<file path="src/hw/rtl/wia_pkg.sv">
// ----------------------------------------------------------------------------
// wia_pkg: shared types and constants
// Operation codes and the request record passed between front and back ends.
// ----------------------------------------------------------------------------
package wia_pkg;

  localparam int unsigned WORD_W = 64;
  localparam int unsigned NUM_W  = 256;

  typedef enum logic [2:0] {
    OP_ADD = 3'd0,
    OP_SUB = 3'd1,
    OP_NEG = 3'd2,
    OP_MUL = 3'd3,
    OP_SHL = 3'd4
  } op_t;

  typedef struct packed {
    logic [2:0]       kind;
    logic [NUM_W-1:0] a;
    logic [NUM_W-1:0] b;
    logic [7:0]       sh;
  } req_t;

endpackage

</file>
<file path="src/hw/rtl/wia_front.sv">
// ----------------------------------------------------------------------------
// wia_front: request intake
// Registers accepted requests into a two-entry queue; busy when full.
// ----------------------------------------------------------------------------
module wia_front (
  input  logic          clk,
  input  logic          rst_n,
  input  logic          push,
  input  wia_pkg::req_t push_req,
  output logic          full,
  output logic          req_valid,
  output wia_pkg::req_t req,
  input  logic          pop
);
  wia_pkg::req_t q_r [2];
  logic [1:0] cnt_r;
  logic       rd_r, wr_r;

  assign full      = (cnt_r == 2'd2);
  assign req_valid = (cnt_r != 2'd0);
  assign req       = q_r[rd_r];

  always_ff @(posedge clk) begin
    if (!rst_n) begin
      cnt_r <= '0;
      rd_r  <= 1'b0;
      wr_r  <= 1'b0;
    end else begin
      if (push) wr_r <= ~wr_r;
      if (pop)  rd_r <= ~rd_r;
      cnt_r <= cnt_r + {1'b0, push} - {1'b0, pop};
    end
    if (push) q_r[wr_r] <= push_req;
  end
endmodule

</file>
<file path="config.mk">
export PLATFORM = sky130hd
export DESIGN_NAME = wia_front
export DESIGN_NICKNAME = d
export VERILOG_FILES = /design/src/hw/rtl/wia_pkg.sv /design/src/hw/rtl/wia_front.sv
export SDC_FILE = /design/constraint.sdc
export NUM_CORES = 1
export LEC_CHECK = 0
export BUFFER_PORTS_ARGS = -buffer_cell sky130_fd_sc_hd__buf_4
export CORE_AREA = 2 2 407 409
export CTS_CLUSTER_DIAMETER = 120
export DETAILED_ROUTE_END_ITERATION = 10
export DIE_AREA = 0 0 409 411
export HOLD_SLACK_MARGIN = 0.06
export PLACE_DENSITY_LB_ADDON = 0.05
export SETUP_SLACK_MARGIN = 0.15
export SLEW_MARGIN = 40
export SYNTH_ARGS = -nofsm -noshare
export SYNTH_HDL_FRONTEND = slang
export SYNTH_SLANG_ARGS = --single-unit
</file>
<file path="constraint.sdc">
create_clock -name clk -period 29.7 [get_ports clk]
set_input_delay 2.97 -clock clk [delete_from_list [all_inputs] [get_ports clk]]
set_output_delay 2.97 -clock clk [all_outputs]
set_load 0.01 [all_outputs]
</file>
==> key figures <==
Global routing
  • GR Util All Layers: 15.1%
  • Pin count of the biggest net entering global routing: 88
  • Number of global-route vias before repair: 22200
  • GRT overflow: 0
  • First-pass GRT wire length: 175 mm
  • Initial antenna violation count: 34

Job
  • Max_cap viols: 0

Synth
  • Sequential share of the synthesized area: 78.7%
  • Post-Syn Instances: 1648
  • Commonest cells post-synth: edfxtp_1, mux2_4, mux2_2, buf_8, buf_6
  • Yosys cell types: 16
  • Synth area leaders: edfxtp_1, mux2_4, mux2_2
  • Synth top area share: 78.4%
  • Syn Nets: 2177
  • Cell with the most instances after synthesis: edfxtp_1
  • Post-Syn Area per Cell: 24.3 sq um
  • EDFF count, synth: 1046
  • Yosys reg bits: 1051
  • YS warnings: 0
  • Async S/R FF share, synth: 0%
  • Post-synth top area cell: edfxtp_1
  • Mapped Area: 40000 sq um
  • Top FF cell, synth: edfxtp_1

Status
  • Outcome: complete, no violations

Floorplanning
  • # rows: 149
  • Die span in x: 409 um
  • Starting Density: 24.4%
  • I/O pin count: 1052
  • Full die area: 168000 sq um
  • Die Ht: 411 um
  • Area of the core: 164000 sq um

Clocking
  • Clk sinks: 1051
  • Worst skew pair latency: 0.76 ns
  • Post-CTS sizing: 0
  • Hold_buf cts: 0
  • Clock tree buffer depth: 3
  • CTS clk-pin slew, worst paths: 0.05 ns
  • CTS tree: done
  • Setup bufs post-CTS: 0
  • CTS Buf Count: 131
  • Root buffer cell: clkbuf_16
  • H-tree lvl count: 4

Timing
  • Setup TNS: 0 ns
  • Endpoints failing setup: 0
  • F_max: 126 MHz
  • Endpoints failing hold: 0
  • Tmin final: 7.95 ns
  • Max Clock Skew: 0.0281 ns
  • Slew Limit Fails: 0
  • Final period util: 26.8%
  • Worst-Margin Slew: 0.821 ns
  • Rel. slew slack: 45.3%
  • RSZ-0062 raised after global routing: false

Worst setup path
  • CP most frequent cell: buf_6
  • Critical path class: reg2out
  • Worst Path Buf+Inv: 5
  • Worst Path Required: 26.73 ns
  • Crit. End Element: output port
  • CP max FO: 58
  • Crit-path leading delay family: buffers and inverters
  • Worst setup SP type: register
  • Crit path largest cell delay: 0.83 ns
  • CP arrival: 4.98 ns
  • Reg2Reg Depth: 5
  • Worst R2R Setup Slack: 25.98 ns
  • Crit path max-delay cell type: dfxtp_4
  • Crit path depth: 6
  • Worst-path cell chain: buf_4 -> buf_6 -> buf_6 -> buf_6 -> mux2_2 -> buf_4

Pwr
  • PwrDens: 68.1 nW/um^2
  • Leakage power: 20.8 nW
  • Total Power: 3.70 mW
  • Max IR drop VDD: 0.0501 mV

Route
  • DR iter-0 viols: 1040
  • Total iterations of the first detailed-routing run: 6
  • Post-route ant nets: 0
  • Post-route DRC: 0
  • Vias/cell: 3.96
  • Vias: 20200
  • Drt total wl: 132 mm
  • WL/cell: 25.8 um

Cells and area
  • FF+latch area: 31500 sq um
  • Fin util: 33.2%
  • Area of the multi-input gates: 7780 sq um
  • Fin area: 54400 sq um
  • Area Growth Syn to Fin: 35.9%
  • Layout cells sized above 1: 60.9%
  • Final nets: 3329
  • Fillers: 15900

Worst hold path
  • HP Class: reg2reg
  • Hold Crit Depth: 2

Placed design
  • IO Port Bufs: 1051
  • Post-DP HPWL: 97.4 mm
  • Placed cell area: 50400 sq um
  • GP Congestion: 0.824
cell type report:
cell class	count	area share, %
flip-flops and latches	1051	57.9
repair buffers	1077	15.3
multi-input cells	537	14.3
clock buffers	167	6.27
well taps	2189	5.03
clock inverters	63	1.04
diodes	13	0.0598
inverters	2	0.0138
path summary, 6_finish.rpt:
path,start,endpoint
max,register,req[0]
min,rd_r,register
max reg2reg,wr_r,q_r[1][500]
min reg2reg,rd_r,register
report_power, final:
part / switching (mW) / total (mW) / internal (mW)
clock: 0.624 / 1.48 / 0.860
sequential: 0.0269 / 1.75 / 1.72
combinational: 0.218 / 0.473 / 0.255
total: 0.869 / 3.70 / 2.83
stage by stage:
step	hold slack, ns	std cells	worst slack [ns]
floorplan	0.555	1648	2.57
global placement	0.581	4848	21.79
detailed placement	0.580	4856	22.18
CTS	0.580	5086	21.32
global route	0.601	5095	21.46
finish	0.577	5099	21.75
sequential cells by signal (all words and copies together), names as in the netlist, named ones only:
register  cells
q_r        1046
cnt_r         2
rd_r          1
wr_r          1
layer usage:
layer | GRT usage, % | up-vias | wire [um]
met1 | 13.6 | 10300 | 41600
met3 | 7.49 | 215 | 13300
li1 | - | 8941 | -
met4 | 5.62 | 34 | 4170
met5 | 0 | - | 205
met2 | 28.4 | 760 | 72200
worst reg2reg max path, delay by kind of cell (launching register included):
kind	cells	cell delay, ns
simple gates	1	0.44
flops	1	0.39
buf+inv	4	2.51
layout by cell type (no fill, tap or decap), types with 3 or more instances in the layout:
master / instances
clkbuf_1: 36
buf_12: 7
buf_16: 7
buf_6: 8
buf_4: 1055
clkinv_8: 7
diode_2: 13
clkinv_2: 8
mux2_4: 470
mux2_2: 53
dfxtp_1: 4
clkbuf_16: 131
edfxtp_1: 1046
clkinv_1: 33
inv_16: 3
nor2b_1: 3
inv_6: 4
bufinv_16: 5
and2_1: 3
logic make-up (layout without fill, tap and decap cells):
group	Yosys count	after routing	synth area share [%]
compound gates	1	1	0.0188
xor+xnor	2	2	0.0781
fa+ha+maj	2	2	0.0625
buf+inv	60	1309	1.89
flops	1051	1051	78.7
mux	523	523	19.1
other cells	0	13	0
simple gates	9	9	0.141
Power figures use the tool's default switching activity.
